## src/sv/sorted_string_fret_table_macros.svh

```systemverilog
// assertion macros for the sorted string/fret table
// used by sorted_string_fret_table to check its own logic; no other dependencies
`ifndef SORTED_STRING_FRET_TABLE_MACROS_SVH
`define SORTED_STRING_FRET_TABLE_MACROS_SVH

// property that must hold at every clock edge outside reset
`define SST_ASSERT_ALWAYS(label, prop, msg) \
   label: assert property (@(posedge clock) disable iff (reset) (prop)) else $error(msg);

// consequence that must hold in the cycle after the antecedent
`define SST_ASSERT_NEXT(label, ante, cons, msg) \
   label: assert property (@(posedge clock) disable iff (reset) (ante) |=> (cons)) else $error(msg);

`endif

```

## src/sv/sst_pkg.sv

```systemverilog
// shared types and constants for the sorted string/fret table
// no dependencies; imported by sst_cell and sorted_string_fret_table
package sst_pkg;

   localparam int MAX_NOTES = 8;
   localparam int KEY_W     = 4;
   localparam int FRET_W    = 8;
   localparam int CMD_W     = 2;
   localparam int CNT_W     = $clog2(MAX_NOTES + 1);
   localparam int OUT_CNT_W = 4;

   localparam logic [FRET_W-1:0] ABSENT_FRET = 8'd255;

   localparam logic [CMD_W-1:0] CMD_SET = 2'd0;
   localparam logic [CMD_W-1:0] CMD_GET = 2'd1;
   localparam logic [CMD_W-1:0] CMD_DEL = 2'd2;

   // update broadcast to every cell in the row
   typedef struct packed {
      logic              ins;
      logic              del;
      logic              upd;
      logic [KEY_W-1:0]  key;
      logic [FRET_W-1:0] fret;
   } sst_op_type;

endpackage

```

## src/sv/sst_cell.sv

```systemverilog
// one slot of the sorted table: holds a string number and its fret
// depends on sst_pkg; chained left to right inside sorted_string_fret_table
module sst_cell
   import sst_pkg::*;
(
   input  logic              clock,
   input  sst_op_type        op,
   input  logic              occupied,
   input  logic              left_less,
   input  logic [KEY_W-1:0]  left_key,
   input  logic [FRET_W-1:0] left_fret,
   input  logic [KEY_W-1:0]  right_key,
   input  logic [FRET_W-1:0] right_fret,
   input  logic              hit_in,
   output logic              less,
   output logic              match,
   output logic              hit_out,
   output logic [KEY_W-1:0]  key,
   output logic [FRET_W-1:0] fret
);

   logic [KEY_W-1:0]  key_ff, key_in;
   logic [FRET_W-1:0] fret_ff, fret_in;

   assign less    = occupied && (key_ff < op.key);
   assign match   = occupied && (key_ff == op.key);
   assign hit_out = hit_in || match;
   assign key     = key_ff;
   assign fret    = fret_ff;

   always_comb begin
      key_in  = key_ff;
      fret_in = fret_ff;
      if (op.upd && match) begin
         fret_in = op.fret;
      end else if (op.ins && !less) begin
         // first cell not below the new key takes it, the rest shift right
         if (left_less) begin
            key_in  = op.key;
            fret_in = op.fret;
         end else begin
            key_in  = left_key;
            fret_in = left_fret;
         end
      end else if (op.del && hit_out) begin
         // everything from the removed slot on shifts left
         key_in  = right_key;
         fret_in = right_fret;
      end
   end

   always_ff @(posedge clock) begin
      key_ff  <= key_in;
      fret_ff <= fret_in;
   end

endmodule

```

## src/sv/sorted_string_fret_table.sv

```systemverilog
// Sorted string/fret table: up to MAX_NOTES notes kept in ascending string
// order in a row of cells, each cell holding one note and trading contents
// with its neighbors on insert (shift right) and delete (shift left). Every
// command (set, get, delete) completes at the accepting edge, where all
// cells compare the string number in parallel and update, so one beat
// per cycle is sustained while rsp_ready is high. The result is registered
// and appears the cycle after acceptance; a result not yet taken stalls
// req_ready. Unknown command codes change nothing and return 255.
module sorted_string_fret_table
   import sst_pkg::*;
(
   input  logic                 clock,
   input  logic                 reset,
   input  logic                 req_valid,
   output logic                 req_ready,
   input  logic [CMD_W-1:0]     req_command,
   input  logic [KEY_W-1:0]     req_string_number,
   input  logic [FRET_W-1:0]    req_fret_value,
   output logic                 rsp_valid,
   input  logic                 rsp_ready,
   output logic [FRET_W-1:0]    rsp_fret_out,
   output logic                 rsp_found,
   output logic                 rsp_paused,
   output logic                 rsp_table_full,
   output logic [OUT_CNT_W-1:0] rsp_entry_count
);

`include "sorted_string_fret_table_macros.svh"

   logic [CNT_W-1:0]     count_ff, count_in;
   logic                 pause_ff, pause_in;
   logic                 rsp_valid_ff, rsp_valid_in;
   logic [FRET_W-1:0]    fret_out_ff, fret_out_in;
   logic                 found_ff, found_in;
   logic                 full_ff, full_in;

   logic                 req_fire;
   sst_op_type           op;
   logic [MAX_NOTES-1:0] occ, less_vec, match_vec;
   logic [MAX_NOTES:0]   hit_chain;
   logic [KEY_W-1:0]     cell_key  [MAX_NOTES];
   logic [FRET_W-1:0]    cell_fret [MAX_NOTES];
   logic [FRET_W-1:0]    hit_fret;
   logic                 found;
   logic                 is_full;
   logic                 do_ins, do_del, do_upd;

   assign req_ready = !rsp_valid_ff || rsp_ready;
   assign req_fire  = req_valid && req_ready;

   assign found   = hit_chain[MAX_NOTES];
   assign is_full = (count_ff == CNT_W'(MAX_NOTES));
   assign do_upd  = (req_command == CMD_SET) && found;
   assign do_ins  = (req_command == CMD_SET) && !found && !is_full;
   assign do_del  = (req_command == CMD_DEL) && found;

   always_comb begin
      op.ins  = req_fire && do_ins;
      op.del  = req_fire && do_del;
      op.upd  = req_fire && do_upd;
      op.key  = req_string_number;
      op.fret = req_fret_value;
   end

   assign hit_chain[0] = 1'b0;

   genvar i;
   generate
      for (i = 0; i < MAX_NOTES; i++) begin : g_cell
         logic              l_less;
         logic [KEY_W-1:0]  l_key, r_key;
         logic [FRET_W-1:0] l_fret, r_fret;

         assign occ[i] = (CNT_W'(i) < count_ff);

         if (i == 0) begin : g_first
            assign l_less = 1'b1;
            assign l_key  = req_string_number;
            assign l_fret = req_fret_value;
         end else begin : g_mid
            assign l_less = less_vec[i-1];
            assign l_key  = cell_key[i-1];
            assign l_fret = cell_fret[i-1];
         end

         if (i == MAX_NOTES - 1) begin : g_last
            assign r_key  = cell_key[i];
            assign r_fret = cell_fret[i];
         end else begin : g_inner
            assign r_key  = cell_key[i+1];
            assign r_fret = cell_fret[i+1];
         end

         sst_cell u_cell (
            .clock      (clock),
            .op         (op),
            .occupied   (occ[i]),
            .left_less  (l_less),
            .left_key   (l_key),
            .left_fret  (l_fret),
            .right_key  (r_key),
            .right_fret (r_fret),
            .hit_in     (hit_chain[i]),
            .less       (less_vec[i]),
            .match      (match_vec[i]),
            .hit_out    (hit_chain[i+1]),
            .key        (cell_key[i]),
            .fret       (cell_fret[i])
         );
      end
   endgenerate

   // keys are unique, so at most one cell matches
   always_comb begin
      hit_fret = '0;
      for (int k = 0; k < MAX_NOTES; k++) begin
         hit_fret = hit_fret | (cell_fret[k] & {FRET_W{match_vec[k]}});
      end
   end

   always_comb begin
      count_in     = count_ff;
      pause_in     = pause_ff;
      rsp_valid_in = rsp_valid_ff;
      fret_out_in  = fret_out_ff;
      found_in     = found_ff;
      full_in      = full_ff;
      if (rsp_valid_ff && rsp_ready) begin
         rsp_valid_in = 1'b0;
      end
      if (req_fire) begin
         rsp_valid_in = 1'b1;
         fret_out_in  = ABSENT_FRET;
         found_in     = 1'b0;
         full_in      = 1'b0;
         case (req_command)
            CMD_SET: begin
               found_in = found;
               if (found) begin
                  fret_out_in = req_fret_value;
               end else if (is_full) begin
                  full_in = 1'b1;
               end else begin
                  fret_out_in = req_fret_value;
                  count_in    = count_ff + 1'b1;
                  if (count_ff == '0) begin
                     pause_in = 1'b0;
                  end
               end
            end
            CMD_GET: begin
               found_in = found;
               if (found) begin
                  fret_out_in = hit_fret;
               end
            end
            CMD_DEL: begin
               found_in = found;
               if (found) begin
                  fret_out_in = hit_fret;
                  count_in    = count_ff - 1'b1;
                  if (count_ff == CNT_W'(1)) begin
                     pause_in = 1'b1;
                  end
               end
            end
            default: begin
            end
         endcase
      end
   end

   always_ff @(posedge clock) begin
      if (reset) begin
         count_ff     <= '0;
         pause_ff     <= 1'b1;
         rsp_valid_ff <= 1'b0;
      end else begin
         count_ff     <= count_in;
         pause_ff     <= pause_in;
         rsp_valid_ff <= rsp_valid_in;
      end
      fret_out_ff <= fret_out_in;
      found_ff    <= found_in;
      full_ff     <= full_in;
   end

   assign rsp_valid       = rsp_valid_ff;
   assign rsp_fret_out    = fret_out_ff;
   assign rsp_found       = found_ff;
   assign rsp_paused      = pause_ff;
   assign rsp_table_full  = full_ff;
   assign rsp_entry_count = OUT_CNT_W'(count_ff);

   `SST_ASSERT_ALWAYS(a_count_bound, count_ff <= CNT_W'(MAX_NOTES), "count above capacity")
   `SST_ASSERT_ALWAYS(a_pause_empty, pause_ff == (count_ff == '0), "paused flag out of step")
   `SST_ASSERT_ALWAYS(a_one_match, $onehot0(match_vec), "more than one cell matches")
   `SST_ASSERT_ALWAYS(a_full_miss, !(rsp_valid_ff && full_ff && found_ff), "full on a hit")
   `SST_ASSERT_NEXT(a_ins_count, op.ins, count_ff == $past(count_ff) + 1'b1, "insert lost")

endmodule
```

## config.mk

```make
export PLATFORM = sky130hd
export DESIGN_NAME = sorted_string_fret_table
export DESIGN_NICKNAME = d
export VERILOG_FILES = /design/src/sv/sst_pkg.sv /design/src/sv/sst_cell.sv /design/src/sv/sorted_string_fret_table.sv
export VERILOG_INCLUDE_DIRS = /design/src /design/src/sv
export SDC_FILE = /design/constraint.sdc
export NUM_CORES = 1
export LEC_CHECK = 0
export CELL_PAD_IN_SITES_DETAIL_PLACEMENT = 0
export CELL_PAD_IN_SITES_GLOBAL_PLACEMENT = 2
export CORE_MARGIN = 2
export CORE_UTILIZATION = 35
export DETAILED_ROUTE_END_ITERATION = 16
export DONT_BUFFER_PORTS = 1
export PLACE_DENSITY_LB_ADDON = 0.1
export SYNTH_ARGS = -nofsm -noshare
export SYNTH_HDL_FRONTEND = slang
export SYNTH_SLANG_ARGS = --single-unit
```

## constraint.sdc

```tcl
create_clock -name clock -period 4.45 [get_ports clock]
set_input_delay 0.445 -clock clock [delete_from_list [all_inputs] [get_ports clock]]
set_output_delay 0.445 -clock clock [all_outputs]
set_load 0.02 [all_outputs]
```

# Word level (Yosys, flattened, before mapping)
# Index checks and enable logic that the tools add are counted.
dict set report classes {
  bitwise_logic 24
  order_cmp 16
  n_eq_ne 17
  n_addsub 2
  reduce_logical 99
  muxes 68
}
# op n
set op_table {}
lappend op_table {{$mux 8} 33}
lappend op_table {{$mux 4} 24}
lappend op_table {{$and 8x8->8} 8}
lappend op_table {{$or 8x8->8} 7}
lappend op_table {{$logic_and 1x1->1} 48}
lappend op_table {{$eq 4x4->1} 8}
lappend op_table {{$lt 4x4->1} 8}
lappend op_table {{$reduce_bool 3->1} 7}
lappend op_table {{$reduce_bool 2->1} 10}
lappend op_table {{$lt 3x4->1 const A} 4}
lappend op_table {{$pmux 8 s2} 1}
lappend op_table {{$reduce_and 2->1} 8}
lappend op_table {{$logic_not 1->1} 11}
lappend op_table {{$not 1->1} 9}
lappend op_table {{$logic_or 1x1->1} 8}
lappend op_table {{$lt 1x4->1 const A} 2}
lappend op_table {{$lt 2x4->1 const A} 2}
lappend op_table {{$mux 1} 8}
lappend op_table {{$pmux 4 s2} 1}
lappend op_table {{$reduce_and 7->1} 1}
lappend op_table {{$ne 2x2->1 const B} 3}
lappend op_table {{$reduce_and 5->1} 1}
lappend op_table {{$add 4x1->4 const B} 1}
lappend op_table {{$eq 4x1->1 const B} 1}
lappend op_table {{other kinds (10)} 12}
dict set report totals {
  word_cells 248
  reg_bits 112
  inputBits 18
}

# Logic depth before layout (Yosys ltp)
dict set report logic_depth {
  ltp_word 16
  mapped_depth 11
  ltp_nobuf 8
}

# Hierarchy
# A second synthesis with hierarchy kept.
dict set report unflattened {
  cells_unflattened 816
  hier_area_um2 7912.6
}
# module seq_area_each_um2 n_inst cells_per_inst area_each_um2
set modules_own_cells {}
lappend modules_own_cells {{sst_cell at g_cell[4].u_cell ...} 360.3 4 80 832.0}
lappend modules_own_cells {{sst_cell at g_cell[0].u_cell ...} 360.3 4 89 825.8}
lappend modules_own_cells {sorted_string_fret_table 420.4 1 140 1281.2}

# Least setup slack after synthesis
# OpenSTA, ideal clock, no wires.
dict set report synth_path {
  path_type {in2reg}
  startpoint {input req_string_number[2]}
  endpoint {register g_cell[3].u_cell.fret_ff[0] (enable)}
  cell_stages 10
  slack_ns 1.081
  arrival_time_ns 2.985
  path_cell_list {inv_1 > ha_1 > and3_1 > and3_1 > or4_4 > nor4_2 > buf_2 > buf_2 > nor2_1 > o21ai_0}
}
dict set report synth_via {
  elab_chain_len 15
  word_cells_on_any_way 38
}
# element line
set synth_lines {}
lappend synth_lines {{start, declared} sorted_string_fret_table.sv:17} ;# input logic [KEY_W-1:0] req_string_number,
lappend synth_lines {{$eq 4x4->1} sst_cell.sv:26} ;# assign match = occupied && (key_ff == op.key);
lappend synth_lines {{$logic_and 1x1->1} sst_cell.sv:26}
lappend synth_lines {{$logic_or 1x1->1 (7 in series)} sst_cell.sv:27} ;# assign hit_out = hit_in || match;
lappend synth_lines {{$logic_not 1->1} sorted_string_fret_table.sv:54} ;# assign do_ins = (req_command == CMD_SET) && !found && !is_full;
lappend synth_lines {{$logic_and 1x1->1 (2 in series)} sorted_string_fret_table.sv:54}
lappend synth_lines {{$logic_and 1x1->1} sorted_string_fret_table.sv:58} ;# op.ins = req_fire && do_ins;
lappend synth_lines {{$logic_and 1x1->1} sst_cell.sv:36} ;# end else if (op.ins && !less) begin
lappend synth_lines {{$reduce_bool 3->1 (no source line) *} --}
lappend synth_lines {{end signal, assigned} sst_cell.sv:54} ;# fret_ff <= fret_in;
lappend synth_lines {{end, declared} sst_cell.sv:23} ;# logic [FRET_W-1:0] fret_ff, fret_in;
# Mark *: on every way between the ends. The rest lies on a longest branch, timed or not.
# A chain may end at the register's enable or synchronous reset.

# Worst setup path in the final report
dict set report layout_path {
  startpoint {register count_ff[0], in the netlist rsp_entry_count[0]}
  endpoint {register g_cell[0].u_cell.key_ff[2] (enable)}
}
dict set report layout_via {
  elab_chain_len 16
  word_cells_on_any_way 41
}
# element line
set layout_lines {}
lappend layout_lines {{start, declared} sorted_string_fret_table.sv:30} ;# logic [CNT_W-1:0] count_ff, count_in;
lappend layout_lines {{start signal, assigned} sorted_string_fret_table.sv:179} ;# count_ff <= count_in;
lappend layout_lines {{$lt 1x4->1} sorted_string_fret_table.sv:74} ;# assign occ[i] = (CNT_W'(i) < count_ff);
lappend layout_lines {{$logic_and 1x1->1} sst_cell.sv:26}
lappend layout_lines {{$logic_or 1x1->1 (7 in series)} sst_cell.sv:27}
lappend layout_lines {{$logic_not 1->1} sorted_string_fret_table.sv:54}
lappend layout_lines {{$logic_and 1x1->1 (2 in series)} sorted_string_fret_table.sv:54}
lappend layout_lines {{$logic_and 1x1->1} sorted_string_fret_table.sv:58}
lappend layout_lines {{$logic_and 1x1->1} sst_cell.sv:36}
lappend layout_lines {{$reduce_bool 2->1 (no source line)} --}
lappend layout_lines {{$reduce_and 2->1 (no source line) *} --}
lappend layout_lines {{end signal, assigned} sst_cell.sv:53} ;# key_ff <= key_in;
lappend layout_lines {{end, declared} sst_cell.sv:22} ;# logic [KEY_W-1:0] key_ff, key_in;
# Marked as above.

==> results.md <==
* Global placer's final weighted congestion at 0.817
* Initial antenna violation count at 0
* Cell Chain, Critical Path: ha_1 > nor3_1 > nor2_1 > buf_4 > or4_4 > nor3_1 > nand2_1 > a32oi_1
* Count of buffers from port buffering at 0
* Proportion of synthesized area in mux cells at 6.19%
* Number of antenna-violating nets in the routed design at 0
* Worst setup slack after layout at 610 ps
* Count of pins over their slew limit at 0
* FILL cells at 2028
* Unrepaired setup endpoints after global routing: no
* Number of enable-type register cells in the synthesized netlist at between 100 and 150
* CP delay by family, top: simple AND/OR/NAND/NOR gates
* Worst endpoint required time at ~4500 ps
* Met2 track demand over resource in global routing at 31.6%
* CTS tree: yes
* Number of standard cells after synthesis at 675
* Area share of and/or/nand/nor cells after synthesis at 13.8%
* TritonCTS Buffers at 9
* Via density per instance at 5.93
* Power density cells at ~300 nW/um2
* Drc violations at 0
* Max Freq at between 0.2 and 0.3 GHz
* Post-cts resize count at 0
* Cell types occupying the most area after synthesis: sky130_fd_sc_hd__edfxtp_1 45%, sky130_fd_sc_hd__ha_1 7.1%, sky130_fd_sc_hd__a21oi_1 3.9%
* Synth top area share at approximately 45%
* Clk pin slew, worst setup/hold paths at 80 ps
* Run status: complete, no violations
* Post-synthesis sequential element count at between 100 and 150
* Number of primary I/O pins at 35
* Path category of the worst min-delay check: input port to flip-flop
* Clock buffer depth at 2
* Initial DRT Pass Iterations at 5
* MaxCap Viol Count at 0
* Pre-CTS setup slack at about 550 ps
* Total track usage at 21.7%
* Post-route setup TNS at 0 ps
* Most frequent CP cell: sky130_fd_sc_hd__nor3_1
* Synth Cell Area at 7100 um2
* Maximum fanout along the worst path at 13
* Number of DRC markers in iteration 0 at 546
* Final hold violations at 0
* Kind of critical path: flip-flop to flip-flop
* Area delta synth->final at 10.0%
* Leakage component of the power at 2.90 nW
* Cell accounting for the most synthesized area: sky130_fd_sc_hd__edfxtp_1
* Via count at approximately 5700
* Synthesized netlist net count at 733
* Antenna Cells at 0
* Transition time of the tightest slew-check pin at ~1200 ps
* Post-synthesis share of cell area spent on full adders, half adders and majority gates at 7.05%
* Largest stage delay, worst path at 560 ps
* CTS H-tree lvls at 3
* Core area at between 20000 and 25000 um2
* Library cells used by synthesis at 65
* Post-Syn Area per Cell at ~11 um2
* Overall die height at 146 um
* Sink Count at 112
* Largest net degree at the start of global routing at 24
* Worst reg2reg setup slack at slightly above 600 ps
* CTS root buffer: sky130_fd_sc_hd__clkbuf_16
* Met3 GRT Util at about 4.4%
* Hold-fix buffers at CTS at 0
* CP arrival at 3850 ps
* Number of global-route vias before repair at 5456
* Portion of the post-synthesis area used by sequential elements at 46.5%
* Worst slew slack as a fraction of its limit at 19.2%
* Slowest stage cell, crit path: sky130_fd_sc_hd__nor3_1
* Post-synthesis share of cell area spent on xor and xnor gates at 0.123%
* Avg WL per Cell at 24.3 um
* Wire length of the first global-routing pass at around 35 mm
* Count of synthesis-stage warnings from yosys at 0
* Max rail drop VDD at 165 uV
* Shortest period the worst path allows at about 3800 ps
* Latest clock arrival within the worst-skew pair at 370 ps
* Die Width at 146 um
* Most used flip-flop cell after synthesis: sky130_fd_sc_hd__edfxtp_1
* Complex-gate fraction of the synthesized area at 21.8%
* Share of async-settable or async-resettable flops after synthesis at 0%
* Crit end category: flip-flop
* Combinational family with the most area after synthesis: compound AO/OA/AOI/OAI gates
* Overall die area at 21400 um2
* Global route overflow at 0
* Busiest metal layer after global routing: met1
* Setup skew after layout at 11.8 ps
* Number of nets in the finished design at around 740
* Met1 track utilization from global routing at around 33%
* Row Count at 52
* Worst hold slack at 134 ps
* Layout cell share with drive strength beyond 1 at between 10% and 20%
* Share of the cycle needed by the critical path after routing at a little under nine tenths
* Setup bufs post-CTS at 0
* WP buf/inv at 1
* Final HPWL DP at 18.3 mm
* Initial standard-cell utilization of the core at 35.4%
* Setup-violating endpoint count in the final report at 0
* Setup crit start kind: flip-flop
* Total wirelength of the detailed-routed design at 23.2 mm
-- synthesized netlist by cell type, types with 5 or more instances --
cell type / n
sky130_fd_sc_hd__o211ai_1: 7
sky130_fd_sc_hd__inv_1: 39
sky130_fd_sc_hd__nand3_1: 14
sky130_fd_sc_hd__o221a_2: 8
sky130_fd_sc_hd__mux2_2: 23
sky130_fd_sc_hd__nand2_1: 45
sky130_fd_sc_hd__o22ai_1: 10
sky130_fd_sc_hd__nor3b_1: 8
sky130_fd_sc_hd__nor2_1: 45
sky130_fd_sc_hd__mux2i_1: 18
sky130_fd_sc_hd__buf_1: 8
sky130_fd_sc_hd__a22oi_1: 28
sky130_fd_sc_hd__a21o_1: 6
sky130_fd_sc_hd__o21ai_0: 37
sky130_fd_sc_hd__a32oi_1: 12
sky130_fd_sc_hd__and3_1: 12
sky130_fd_sc_hd__edfxtp_1: 106
sky130_fd_sc_hd__buf_2: 9
sky130_fd_sc_hd__nor3_1: 10
sky130_fd_sc_hd__dfxtp_1: 6
sky130_fd_sc_hd__ha_1: 40
sky130_fd_sc_hd__clkbuf_1: 19
sky130_fd_sc_hd__nand2b_1: 9
sky130_fd_sc_hd__nand4_1: 11
sky130_fd_sc_hd__a221o_1: 16
sky130_fd_sc_hd__o221ai_1: 5
sky130_fd_sc_hd__o2bb2ai_1: 6
sky130_fd_sc_hd__a21oi_1: 55
sky130_fd_sc_hd__and2_1: 5
-- path summary, 6_finish.rpt --
path / from / to / cells after the start
setup / recovery: rsp_entry_count[0] / g_cell[0].u_cell.key[2] / 8
hold / removal: reset / rsp_valid / 1
setup reg to reg: rsp_entry_count[0] / g_cell[0].u_cell.key[2] / 8
hold reg to reg: g_cell[7].u_cell.key[0] / g_cell[6].u_cell.key[0] / 2
-- cell type report --
cell class | count | area (um2) | area share [%]
Multi-Input combinational cell | 485 | 3490 | 44.7
Sequential cell | 112 | 3300 | 42.3
Tap cell | 270 | 338 | 4.32
Timing Repair Buffer | 32 | 240 | 3.08
Clock buffer | 9 | 225 | 2.88
Inverter | 39 | 146 | 1.87
Clock inverter | 7 | 67.6 | 0.865
-- report_power, final --
part	total, mW	switching (mW)	internal (mW)
registers	1.25	0.0461	1.20
clock network	0.830	0.433	0.396
logic	0.274	0.168	0.107
-- worst reg2reg max path: stages (launching register included) --
cell and delay (ps):
sky130_fd_sc_hd__dfxtp_1 450, sky130_fd_sc_hd__ha_1 300, sky130_fd_sc_hd__nor3_1 430, sky130_fd_sc_hd__nor2_1 160, sky130_fd_sc_hd__buf_4 230, sky130_fd_sc_hd__or4_4 560, sky130_fd_sc_hd__nor3_1 560, sky130_fd_sc_hd__nand2_1 320
sky130_fd_sc_hd__a32oi_1 470
-- placed cells by master, fill, tap and decap left out, types with 3 or more instances in the layout --
cell / netlist / routed
sky130_fd_sc_hd__a21o_1: 6 / 6
sky130_fd_sc_hd__a21oi_1: 55 / 55
sky130_fd_sc_hd__a221o_1: 16 / 16
sky130_fd_sc_hd__a22o_1: 3 / 3
sky130_fd_sc_hd__a22oi_1: 28 / 28
sky130_fd_sc_hd__a32oi_1: 12 / 12
sky130_fd_sc_hd__and2_1: 5 / 5
sky130_fd_sc_hd__and3_1: 12 / 12
sky130_fd_sc_hd__buf_4: 2 / 32
sky130_fd_sc_hd__clkbuf_16: 0 / 9
sky130_fd_sc_hd__dfxtp_1: 6 / 6
sky130_fd_sc_hd__edfxtp_1: 106 / 106
sky130_fd_sc_hd__ha_1: 40 / 40
sky130_fd_sc_hd__inv_1: 39 / 39
sky130_fd_sc_hd__inv_6: 0 / 3
sky130_fd_sc_hd__mux2_2: 23 / 23
sky130_fd_sc_hd__mux2i_1: 18 / 18
sky130_fd_sc_hd__nand2_1: 45 / 45
sky130_fd_sc_hd__nand2b_1: 9 / 9
sky130_fd_sc_hd__nand3_1: 14 / 14
sky130_fd_sc_hd__nand4_1: 11 / 11
sky130_fd_sc_hd__nor2_1: 45 / 45
sky130_fd_sc_hd__nor2b_1: 4 / 4
sky130_fd_sc_hd__nor3_1: 10 / 10
sky130_fd_sc_hd__nor3b_1: 8 / 8
sky130_fd_sc_hd__o211ai_1: 7 / 7
sky130_fd_sc_hd__o21ai_0: 37 / 37
sky130_fd_sc_hd__o221a_2: 8 / 8
sky130_fd_sc_hd__o221ai_1: 5 / 5
sky130_fd_sc_hd__o22ai_1: 10 / 10
sky130_fd_sc_hd__o2bb2ai_1: 6 / 6
sky130_fd_sc_hd__o31ai_1: 4 / 4
sky130_fd_sc_hd__or3_1: 4 / 4
-- logic make-up after synthesis --
family	Yosys count
fa+ha+maj	40
buf+inv	78
simple gates	186
xor+xnor	1
mux	41
compound gates	217
flops	112
-- state kept, by name (all words and copies together), names as in the netlist --
name,count
g_cell.u_cell.fret,64
rsp_fret_out,8
rsp_entry_count,4
rsp_valid,1
rsp_table_full,1
g_cell.u_cell.key,32
rsp_found,1
rsp_paused,1
-- metal layers --
metal	routed length (um)	vias to the layer above
met5	0	-
met4	288	0
met3	1670	16
met2	9810	204
met1	11400	2790
li1	-	2648
-- stage by stage --
stage,util (%),area [um2],cells,power [mW]
2_1_floorplan,-,7100,675,1.46
3_3_place_gp,37.5,7520,938,1.54
3_5_place_dp,37.5,7520,938,1.55
4_1_cts,39.0,7810,954,2.37
5_1_grt,39.0,7810,954,2.44
6_report,39.0,7810,954,2.35
(Power assumes the default switching activity.)
